--- config.mk ---
export PLATFORM = sky130hd
export DESIGN_NAME = phase_tick_profiler
export DESIGN_NICKNAME = d
export VERILOG_FILES = /design/src/hdl/ptp_pkg.sv /design/src/hdl/phase_tick_profiler.sv /design/src/hdl/ptp_unit.sv
export SDC_FILE = /design/constraint.sdc
export NUM_CORES = 2
export LEC_CHECK = 0
export CAP_MARGIN = 20
export CELL_PAD_IN_SITES_DETAIL_PLACEMENT = 0
export CELL_PAD_IN_SITES_GLOBAL_PLACEMENT = 1
export CORE_MARGIN = 2
export CORE_UTILIZATION = 45
export DETAILED_ROUTE_END_ITERATION = 6
export DONT_BUFFER_PORTS = 1
export PLACE_DENSITY_LB_ADDON = 0.1
export SYNTH_ARGS = -nofsm -noshare
export SYNTH_HDL_FRONTEND = slang
export SYNTH_SLANG_ARGS = --single-unit
export TNS_END_PERCENT = 10
--- constraint.sdc ---
create_clock -name clock -period 15.1 [get_ports clock]
set_input_delay 3.775 -clock clock [delete_from_list [all_inputs] [get_ports clock]]
set_output_delay 3.775 -clock clock [all_outputs]
set_load 0.01 [all_outputs]
--- src/hdl/ptp_pkg.sv ---
// Shared types, codes and constants of the phase tick profiler.
`default_nettype none
package ptp_pkg;

   localparam int PHASES_DEF = 8;
   localparam logic [31:0] TPS_RESET = 32'd1000000;
   localparam logic [63:0] MS_Q16 = 64'd65536000;
   localparam logic [63:0] PCT_Q16 = 64'd6553600;
   localparam int NUM_W = 128;
   localparam int DEN_W = 64;
   localparam int Q_W = 48;

   typedef enum logic [0:0] {
      REG_TPS    = 1'b0,
      REG_PACING = 1'b1
   } reg_type;

   typedef enum logic [1:0] {
      KIND_NONE    = 2'd0,
      KIND_PHASE   = 2'd1,
      KIND_SUMMARY = 2'd2
   } kind_type;

   typedef enum logic {
      OP_MUL = 1'b0,
      OP_DIV = 1'b1
   } op_type;

   typedef struct packed {
      logic   start;
      op_type op;
   } unit_ctl_type;

   typedef struct packed {
      logic busy;
      logic done;
   } unit_stat_type;

   typedef enum logic [4:0] {
      ST_IDLE,
      ST_DECIDE,
      ST_ZERO_OUT,
      ST_DEN_MUL,
      ST_PH_MUL,
      ST_PH_DIV,
      ST_PH_OUT,
      ST_EL_DIV,
      ST_FPS_MUL,
      ST_FPS_DIV,
      ST_ACT_MUL,
      ST_ACT_DIV,
      ST_BUSY_MUL,
      ST_BUSY_DIV,
      ST_UNT_MUL,
      ST_UNT_DIV,
      ST_SUM_OUT
   } state_type;

endpackage
`default_nettype wire

--- src/hdl/phase_tick_profiler.sv ---
// Top level of the phase tick profiler: phase store, sequencer and result register.
//
//  channel  direction  handshake             payload
//  req_     in         req_valid/req_stall   cmd, phase, ticks, presented, now
//  rsp_     out        rsp_valid/rsp_stall   kind, phase_index, six Q.16 figures, frame_total, last
//  csr_     in         csr_valid/csr_ready   index, data
//
// An accepted add request is written to the phase store if its phase is in range. An update
// without a sample goes through ST_DECIDE and gives its result from ST_ZERO_OUT. A sample runs
// the denominator, then each phase, then the summary figures through the bit-serial unit in turn.
// Reset is synchronous and clears the phase accumulators through their valid bits.
// A stalled result holds the sequencer; no request is taken until all results are gone.
`default_nettype none
module phase_tick_profiler import ptp_pkg::*; #(
   parameter int PHASES = PHASES_DEF
) (
   input  logic        clock,
   input  logic        reset,
   input  logic        req_valid,
   output logic        req_stall,
   input  logic        req_cmd,
   input  logic [3:0]  req_phase,
   input  logic [63:0] req_ticks,
   input  logic        req_presented,
   input  logic [63:0] req_now,
   output logic        rsp_valid,
   input  logic        rsp_stall,
   output logic [1:0]  rsp_kind,
   output logic [3:0]  rsp_phase_index,
   output logic [47:0] rsp_phase_ms_q16,
   output logic [47:0] rsp_elapsed_s_q16,
   output logic [31:0] rsp_frame_total,
   output logic [47:0] rsp_fps_q16,
   output logic [47:0] rsp_active_ms_q16,
   output logic [47:0] rsp_busy_pct_q16,
   output logic [47:0] rsp_untracked_ms_q16,
   output logic        rsp_last,
   input  logic        csr_valid,
   output logic        csr_ready,
   input  logic [0:0]  csr_index,
   input  logic [31:0] csr_data
);

   localparam int IW = (PHASES > 1) ? $clog2(PHASES) : 1;
   localparam int SW = 64 + $clog2(PHASES + 1);
   localparam logic [IW-1:0] LAST_IDX = IW'(PHASES - 1);

   state_type        state_ff, state_in;
   logic [31:0]      tps_ff;
   logic [3:0]       pacing_ff;
   logic [63:0]      begin_ff, begin_in, now_ff, now_in, elapsed_ff, elapsed_in;
   logic [63:0]      den_ff, den_in;
   logic [31:0]      frame_ff, frame_in;
   logic             pres_ff, pres_in;
   logic [63:0]      acc_ff [PHASES];
   logic [PHASES-1:0] vld_ff;
   logic [NUM_W-1:0] num_ff, num_in;
   logic [SW-1:0]    tracked_ff, tracked_in, active_ff, active_in;
   logic [IW-1:0]    idx_ff, idx_in, rd_idx;
   logic [1:0]       kind_ff, kind_in;
   logic [3:0]       pidx_ff, pidx_in;
   logic [47:0]      pms_ff, pms_in, els_ff, els_in, fps_ff, fps_in;
   logic [47:0]      ams_ff, ams_in, bpct_ff, bpct_in, unt_ff, unt_in;
   logic [31:0]      ftot_ff, ftot_in;
   logic             last_ff, last_in;

   logic             req_acc, rsp_acc, acc_we, clear_all;
   logic [IW-1:0]    acc_waddr;
   logic [63:0]      acc_wdata, acc_rd, diff, untr;
   logic [64:0]      add_sum;
   logic [31:0]      frame_div;
   unit_ctl_type     uctl;
   unit_stat_type    ustat;
   logic [NUM_W-1:0] ua, uprod;
   logic [DEN_W-1:0] ub;
   logic [Q_W-1:0]   uquo;
   logic             ulaunch;

   assign req_acc = req_valid & ~req_stall;
   assign rsp_acc = rsp_valid & ~rsp_stall;
   assign req_stall = (state_ff != ST_IDLE);
   assign csr_ready = 1'b1;
   assign rd_idx = (state_ff == ST_IDLE) ? req_phase[IW-1:0] : idx_ff;
   assign acc_rd = vld_ff[rd_idx] ? acc_ff[rd_idx] : 64'd0;
   assign add_sum = {1'b0, acc_rd} + {1'b0, req_ticks};
   assign diff = now_ff - begin_ff;
   assign frame_div = (frame_ff == 32'd0) ? 32'd1 : frame_ff;
   assign untr = (tracked_ff >= SW'(elapsed_ff)) ? 64'd0 : (elapsed_ff - tracked_ff[63:0]);
   assign ulaunch = ~ustat.busy & ~ustat.done;

   ptp_unit u_unit (
      .clock    (clock),
      .reset    (reset),
      .ctl      (uctl),
      .a_in     (ua),
      .b_arg    (ub),
      .stat     (ustat),
      .prod_out (uprod),
      .quo_out  (uquo)
   );

   always_comb begin
      state_in = state_ff;
      case (state_ff)
         ST_IDLE: begin
            if (req_acc && req_cmd) state_in = ST_DECIDE;
         end
         ST_DECIDE: begin
            if (tps_ff == 32'd0 || now_ff < begin_ff || diff < {32'd0, tps_ff}) begin
               state_in = ST_ZERO_OUT;
            end else begin
               state_in = ST_DEN_MUL;
            end
         end
         ST_ZERO_OUT: if (rsp_acc) state_in = ST_IDLE;
         ST_DEN_MUL:  if (ustat.done) state_in = ST_PH_MUL;
         ST_PH_MUL:   if (ustat.done) state_in = ST_PH_DIV;
         ST_PH_DIV:   if (ustat.done) state_in = ST_PH_OUT;
         ST_PH_OUT: begin
            if (rsp_acc) state_in = (idx_ff == LAST_IDX) ? ST_EL_DIV : ST_PH_MUL;
         end
         ST_EL_DIV:   if (ustat.done) state_in = ST_FPS_MUL;
         ST_FPS_MUL:  if (ustat.done) state_in = ST_FPS_DIV;
         ST_FPS_DIV:  if (ustat.done) state_in = ST_ACT_MUL;
         ST_ACT_MUL:  if (ustat.done) state_in = ST_ACT_DIV;
         ST_ACT_DIV:  if (ustat.done) state_in = ST_BUSY_MUL;
         ST_BUSY_MUL: if (ustat.done) state_in = ST_BUSY_DIV;
         ST_BUSY_DIV: if (ustat.done) state_in = ST_UNT_MUL;
         ST_UNT_MUL:  if (ustat.done) state_in = ST_UNT_DIV;
         ST_UNT_DIV:  if (ustat.done) state_in = ST_SUM_OUT;
         ST_SUM_OUT:  if (rsp_acc) state_in = ST_IDLE;
         default: state_in = ST_IDLE;
      endcase
   end

   always_comb begin
      begin_in = begin_ff;
      now_in = now_ff;
      pres_in = pres_ff;
      elapsed_in = elapsed_ff;
      den_in = den_ff;
      frame_in = frame_ff;
      num_in = num_ff;
      tracked_in = tracked_ff;
      active_in = active_ff;
      idx_in = idx_ff;
      kind_in = kind_ff;
      pidx_in = pidx_ff;
      pms_in = pms_ff;
      els_in = els_ff;
      fps_in = fps_ff;
      ams_in = ams_ff;
      bpct_in = bpct_ff;
      unt_in = unt_ff;
      ftot_in = ftot_ff;
      last_in = last_ff;
      acc_we = 1'b0;
      acc_waddr = req_phase[IW-1:0];
      acc_wdata = add_sum[64] ? 64'hFFFF_FFFF_FFFF_FFFF : add_sum[63:0];
      clear_all = 1'b0;
      uctl.start = 1'b0;
      uctl.op = OP_MUL;
      ua = '0;
      ub = '0;
      case (state_ff)
         ST_IDLE: begin
            if (req_acc) begin
               if (!req_cmd) begin
                  acc_we = (5'(req_phase) < 5'(PHASES));
               end else begin
                  now_in = req_now;
                  pres_in = req_presented;
               end
            end
         end
         ST_DECIDE: begin
            kind_in = KIND_NONE;
            pidx_in = '0;
            pms_in = '0;
            els_in = '0;
            fps_in = '0;
            ams_in = '0;
            bpct_in = '0;
            unt_in = '0;
            ftot_in = '0;
            last_in = 1'b1;
            elapsed_in = diff;
            tracked_in = '0;
            active_in = '0;
            idx_in = '0;
            if (tps_ff != 32'd0) begin
               if (now_ff < begin_ff) begin
                  clear_all = 1'b1;
                  begin_in = now_ff;
                  frame_in = '0;
               end else if (pres_ff && frame_ff != 32'hFFFF_FFFF) begin
                  frame_in = frame_ff + 32'd1;
               end
            end
         end
         ST_DEN_MUL: begin
            uctl.start = ulaunch;
            ua = NUM_W'(tps_ff);
            ub = DEN_W'(frame_div);
            if (ustat.done) den_in = uprod[63:0];
         end
         ST_PH_MUL: begin
            uctl.start = ulaunch;
            ua = NUM_W'(acc_rd);
            ub = MS_Q16;
            if (ustat.done) num_in = uprod;
         end
         ST_PH_DIV: begin
            uctl.start = ulaunch;
            uctl.op = OP_DIV;
            ua = num_ff;
            ub = den_ff;
            if (ustat.done) begin
               kind_in = KIND_PHASE;
               pidx_in = 4'(idx_ff);
               pms_in = uquo;
               last_in = 1'b0;
               tracked_in = tracked_ff + SW'(acc_rd);
               if (4'(idx_ff) != pacing_ff) active_in = active_ff + SW'(acc_rd);
            end
         end
         ST_PH_OUT: begin
            if (rsp_acc && idx_ff != LAST_IDX) idx_in = idx_ff + 1'b1;
         end
         ST_EL_DIV: begin
            uctl.start = ulaunch;
            uctl.op = OP_DIV;
            ua = {48'd0, elapsed_ff, 16'd0};
            ub = DEN_W'(tps_ff);
            if (ustat.done) els_in = uquo;
         end
         ST_FPS_MUL: begin
            uctl.start = ulaunch;
            ua = NUM_W'(frame_ff);
            ub = DEN_W'(tps_ff);
            if (ustat.done) num_in = uprod;
         end
         ST_FPS_DIV: begin
            uctl.start = ulaunch;
            uctl.op = OP_DIV;
            ua = {num_ff[NUM_W-17:0], 16'd0};
            ub = elapsed_ff;
            if (ustat.done) fps_in = uquo;
         end
         ST_ACT_MUL: begin
            uctl.start = ulaunch;
            ua = NUM_W'(active_ff);
            ub = MS_Q16;
            if (ustat.done) num_in = uprod;
         end
         ST_ACT_DIV: begin
            uctl.start = ulaunch;
            uctl.op = OP_DIV;
            ua = num_ff;
            ub = den_ff;
            if (ustat.done) ams_in = uquo;
         end
         ST_BUSY_MUL: begin
            uctl.start = ulaunch;
            ua = NUM_W'(active_ff);
            ub = PCT_Q16;
            if (ustat.done) num_in = uprod;
         end
         ST_BUSY_DIV: begin
            uctl.start = ulaunch;
            uctl.op = OP_DIV;
            ua = num_ff;
            ub = elapsed_ff;
            if (ustat.done) bpct_in = uquo;
         end
         ST_UNT_MUL: begin
            uctl.start = ulaunch;
            ua = NUM_W'(untr);
            ub = MS_Q16;
            if (ustat.done) num_in = uprod;
         end
         ST_UNT_DIV: begin
            uctl.start = ulaunch;
            uctl.op = OP_DIV;
            ua = num_ff;
            ub = den_ff;
            if (ustat.done) begin
               unt_in = uquo;
               kind_in = KIND_SUMMARY;
               pidx_in = '0;
               pms_in = '0;
               ftot_in = frame_ff;
               last_in = 1'b1;
            end
         end
         ST_SUM_OUT: begin
            if (rsp_acc) begin
               clear_all = 1'b1;
               begin_in = now_ff;
               frame_in = '0;
            end
         end
         default: begin
         end
      endcase
   end

   always_ff @(posedge clock) begin
      now_ff <= now_in;
      pres_ff <= pres_in;
      elapsed_ff <= elapsed_in;
      den_ff <= den_in;
      num_ff <= num_in;
      tracked_ff <= tracked_in;
      active_ff <= active_in;
      idx_ff <= idx_in;
      kind_ff <= kind_in;
      pidx_ff <= pidx_in;
      pms_ff <= pms_in;
      els_ff <= els_in;
      fps_ff <= fps_in;
      ams_ff <= ams_in;
      bpct_ff <= bpct_in;
      unt_ff <= unt_in;
      ftot_ff <= ftot_in;
      last_ff <= last_in;
      if (acc_we) acc_ff[acc_waddr] <= acc_wdata;
      if (reset) begin
         state_ff <= ST_IDLE;
         tps_ff <= TPS_RESET;
         pacing_ff <= '0;
         begin_ff <= '0;
         frame_ff <= '0;
         vld_ff <= '0;
      end else begin
         state_ff <= state_in;
         begin_ff <= begin_in;
         frame_ff <= frame_in;
         if (clear_all) begin
            vld_ff <= '0;
         end else if (acc_we) begin
            vld_ff[acc_waddr] <= 1'b1;
         end
         if (csr_valid && csr_ready) begin
            case (csr_index)
               REG_TPS:    tps_ff <= csr_data;
               REG_PACING: pacing_ff <= csr_data[3:0];
               default: begin
               end
            endcase
         end
      end
   end

   assign rsp_valid = (state_ff == ST_PH_OUT) || (state_ff == ST_SUM_OUT) ||
                      (state_ff == ST_ZERO_OUT);
   assign rsp_kind = kind_ff;
   assign rsp_phase_index = pidx_ff;
   assign rsp_phase_ms_q16 = pms_ff;
   assign rsp_elapsed_s_q16 = els_ff;
   assign rsp_frame_total = ftot_ff;
   assign rsp_fps_q16 = fps_ff;
   assign rsp_active_ms_q16 = ams_ff;
   assign rsp_busy_pct_q16 = bpct_ff;
   assign rsp_untracked_ms_q16 = unt_ff;
   assign rsp_last = last_ff;

endmodule
`default_nettype wire

--- src/hdl/ptp_unit.sv ---
// Bit-serial shared unit: shift-add multiply and restoring divide with 48-bit saturation.
`default_nettype none
module ptp_unit import ptp_pkg::*; (
   input  logic                clock,
   input  logic                reset,
   input  unit_ctl_type        ctl,
   input  logic [NUM_W-1:0]    a_in,
   input  logic [DEN_W-1:0]    b_arg,
   output unit_stat_type       stat,
   output logic [NUM_W-1:0]    prod_out,
   output logic [Q_W-1:0]      quo_out
);

   localparam logic [7:0] MUL_STEPS = 8'(DEN_W);
   localparam logic [7:0] DIV_STEPS = 8'(NUM_W);

   logic [NUM_W-1:0] n_ff, n_in, p_ff, p_in;
   logic [DEN_W-1:0] b_ff, b_in, rem_ff, rem_in, shift_rem;
   logic [Q_W-1:0]   q_ff, q_in;
   logic             sat_ff, sat_in, run_ff, run_in, done_ff, done_in, ge;
   op_type           op_ff, op_in;
   logic [7:0]       cnt_ff, cnt_in;

   assign shift_rem = {rem_ff[DEN_W-2:0], n_ff[NUM_W-1]};
   assign ge = rem_ff[DEN_W-1] | (shift_rem >= b_ff);

   always_comb begin
      n_in = n_ff;
      p_in = p_ff;
      b_in = b_ff;
      rem_in = rem_ff;
      q_in = q_ff;
      sat_in = sat_ff;
      run_in = run_ff;
      op_in = op_ff;
      cnt_in = cnt_ff;
      done_in = 1'b0;
      if (ctl.start) begin
         n_in = a_in;
         b_in = b_arg;
         p_in = '0;
         rem_in = '0;
         q_in = '0;
         sat_in = 1'b0;
         op_in = ctl.op;
         run_in = 1'b1;
         cnt_in = (ctl.op == OP_MUL) ? MUL_STEPS : DIV_STEPS;
      end else if (run_ff) begin
         n_in = {n_ff[NUM_W-2:0], 1'b0};
         if (op_ff == OP_MUL) begin
            if (b_ff[0]) begin
               p_in = p_ff + n_ff;
            end
            b_in = {1'b0, b_ff[DEN_W-1:1]};
         end else begin
            rem_in = ge ? (shift_rem - b_ff) : shift_rem;
            sat_in = sat_ff | q_ff[Q_W-1];
            q_in = {q_ff[Q_W-2:0], ge};
         end
         cnt_in = cnt_ff - 8'd1;
         if (cnt_ff == 8'd1) begin
            run_in = 1'b0;
            done_in = 1'b1;
         end
      end
   end

   always_ff @(posedge clock) begin
      n_ff <= n_in;
      p_ff <= p_in;
      b_ff <= b_in;
      rem_ff <= rem_in;
      q_ff <= q_in;
      sat_ff <= sat_in;
      op_ff <= op_in;
      cnt_ff <= cnt_in;
      if (reset) begin
         run_ff <= 1'b0;
         done_ff <= 1'b0;
      end else begin
         run_ff <= run_in;
         done_ff <= done_in;
      end
   end

   assign stat.busy = run_ff;
   assign stat.done = done_ff;
   assign prod_out = p_ff;
   assign quo_out = sat_ff ? {Q_W{1'b1}} : q_ff;

endmodule
`default_nettype wire

==> results.cfg <==
[yosys]
ys_async_sr_fraction_pct = 0
synth.most_common_cell = edfxtp_1
syn_inst = 10000
ys.flop_type = edfxtp_1
synthTopCellsByArea = edfxtp_1, dfxtp_1, ha_1, nand2_1, a21oi_1
synthDistinctLibCells = 111
synth_edf_count = 1499
synth_area_per_cell_sq_um = 10.3
synth.cells.most_frequent = edfxtp_1, nand2_1, nor2_1
ys_ff_latch = 1887
synth_top_area_cell = edfxtp_1
ys_warn_count = 0
synth_nets = 10800
yosysTopAreaCellShare_pct = 43.6
seq_area_frac_synth_pct = 51.1
netlist_area_sq_um = 103000

[placement]
dp_hpwl_mm = 252
portBuffers = 0
gp_congestion = 0.961

[global_routing]
grt_pass1_vias = 75800
grt_use_total_pct = 28.7
grt_max_degree = 150
globalRoute.totalOverflow = 0
antenna_found_initial = 26
grt_first_pass_wirelength_mm = 507

[die]
coreArea_sq_um = 228000
rows = 175
fp.dieH_um = 483
die_x_um = 483
die-area_sq_um = 234000
start_util_pct = 45.3
io_pins = 502

[clock_network]
clockBufferDepth = 3
cts_max_level = 4
clock_sinks = 1887
cts_resized = 0
post-cts-setup-buffers = 0
clock-root-buffer = clkbuf_16
path_clk_slew_ns = 0.06
numCtsBuffers = 205
ctsHoldBuffers = 0
tritoncts = yes
insertion_delay_ns = 0.90

[timing]
hold_slack_ns = 0.453
setup_viol = 0
fmax_mhz = 93.7
finalMaxSlewViolations = 0
fin_tns_setup_ns = 0
clock_skew_ns = 0.102
worst_slew_pin_slew_ns = 1.30
fin_crit_ns = 10.67
hold_viol_final = 0
period_share_pct = 70.7
max_slew_margin_pct = 13.4
rsz0062_at_grt = no

[detailed_routing]
final_antenna_net_count = 0
route.met2.wl_mm = 155
met3_length_mm = 25.2
post-route-drc-count = 28
vias = 79000
avgRoutedWirePerCell_um = 26.4
dr.pass1.iters = 7
viasPerCell = 6.05
top_layer = met5
routed_wl_mm = 345
drtIter0Drc = 7311
wl_met1_mm = 151

[setup_path]
required_ns = 15.68
crit_path_end_kind = flop
critPathKind = in -> reg
path_max_fanout = 130
crit_path_start_kind = primary input
arrival_ns = 11.25

[layout]
fill_cells = 20700
nets = 10600
fin_util_pct = 49.9
syn2layout_area_growth_pct = 9.96
drive_gt1_share_pct = 7.24

[min_path]
hold_class = reg -> reg

[flow_run]
drv_cap = 0

[outcome]
status = finished with violations
violations = DRC

[power_and_ir_drop]
p_leak_nw = 42.4
power_density_nw_per_um2 = 190
peakVddDrop_v = 0.000146
## worst paths after layout
path / startpoint / end / slack (ns) / cells past startpoint
min: begin_ff[35]$_SDFFE_PP0P_ / begin_ff[35]$_SDFFE_PP0P_ / 0.45 / 2
max reg2reg: state_ff[3]$_SDFFE_PP0P_ / acc_ff[1][2]$_DFFE_PP_ / 5.80 / 23
min reg2reg: begin_ff[35]$_SDFFE_PP0P_ / begin_ff[35]$_SDFFE_PP0P_ / 0.45 / 2
max: req_phase[1] / acc_ff[1][2]$_DFFE_PP_ / 4.43 / 19
## state kept, by name (all words and copies together) (netlist names), 64 cells and up
register,count
acc_ff,512
num_ff,128
u_unit.n_ff,128
u_unit.prod_out,128
active_ff,68
tracked_ff,68
begin_ff,64
den_ff,64
elapsed_ff,64
now_ff,64
u_unit.b_ff,64
u_unit.rem_ff,64
## layer usage
| layer | global-route usage (%) | up-vias |
|---|---|---|
| met5 | 0 | - |
| met4 | 9.48 | 34 |
| met3 | 4.81 | 551 |
| met2 | 45.1 | 2828 |
| met1 | 40.2 | 38900 |
| li1 | - | 36700 |
## placed cells by master (no fill, tap or decap), types with 35 or more instances in the layout
cell / synthesis / routed
a211oi_1: 54 / 53
a21o_1: 352 / 352
a21oi_1: 904 / 902
a221oi_1: 152 / 152
a222oi_1: 90 / 90
a22oi_1: 35 / 35
a311oi_1: 49 / 49
a31oi_1: 119 / 119
and2_1: 53 / 52
and3_1: 75 / 72
buf_4: 5 / 138
clkbuf_1: 459 / 39
clkbuf_16: 0 / 206
dfxtp_1: 388 / 387
edfxtp_1: 1499 / 1499
ha_1: 611 / 611
inv_1: 435 / 433
mux4_2: 130 / 129
nand2_1: 1231 / 1226
nand2b_1: 93 / 91
nand3_1: 236 / 234
nand4_1: 135 / 135
nor2_1: 1065 / 1053
nor2b_1: 93 / 92
nor3_1: 86 / 80
nor4_1: 38 / 35
o21a_1: 55 / 55
o21ai_0: 467 / 460
o21ai_1: 43 / 45
o21bai_1: 86 / 86
or3_1: 35 / 35
xnor2_1: 282 / 282
xor2_1: 199 / 199
## cell families after synthesis
kind of cell,synth area share (%)
xor+xnor,4.09
simple gates,13.8
mux,2.87
flops,51.1
fa+ha+maj,7.53
other cells,0.00727
compound gates,17.0
buf+inv,3.67
## where the power goes
part | total (mW) | internal, mW | switching [mW] | leakage (nW)
Sequential | 8.17 | 7.00 | 1.18 | 17.1
Combinational | 8.14 | 2.96 | 5.18 | 21.9
Clock | 5.23 | 2.99 | 2.24 | 3.38
Total | 21.5 | 12.9 | 8.60 | 42.4
## per-stage QoR
| step | cells | worst slack (ns) | instance area, sq um | power [mW] |
|---|---|---|---|---|
| 2_1_floorplan | 10000 | 1.14 | 103000 | 13.7 |
| 3_3_place_gp | 12600 | 3.55 | 106000 | 16.3 |
| 3_5_place_dp | 12700 | 3.52 | 107000 | 16.3 |
| 4_1_cts | 13000 | 4.45 | 114000 | 21.6 |
| 5_1_grt | 13000 | 4.05 | 114000 | 22.7 |
| 6_report | 13000 | 4.43 | 114000 | 21.5 |
## area by class of cell
| type | instances | area (sq um) | share of cell area, % |
|---|---|---|---|
| Sequential cell | 1887 | 52800 | 46.4 |
| Multi-Input combinational cell | 7173 | 47200 | 41.5 |
| Clock buffer | 252 | 5400 | 4.75 |
| Tap cell | 3009 | 3760 | 3.31 |
| Clock inverter | 132 | 1670 | 1.47 |
| Inverter | 438 | 1660 | 1.46 |
| Timing Repair Buffer | 153 | 1200 | 1.06 |
| Antenna cell | 5 | 12.5 | 0.0110 |
## worst max-delay path, cell delays in order
cell	delay [ns]
mux2i_4	0.15
buf_12	0.55
mux4_2	0.84
buf_4	0.59
nand2_1	0.09
o21ai_0	0.84
ha_1	0.33
nand3_1	0.13
or2_2	0.34
o311ai_1	0.56
o211ai_1	0.30
a211oi_2	0.41
o211ai_1	0.31
o31ai_2	0.42
a41oi_1	0.22
a31oi_1	0.39
a21oi_4	0.17
buf_12	0.22
o21ai_0	0.38
No activity file was read; power rests on OpenSTA's default activity.
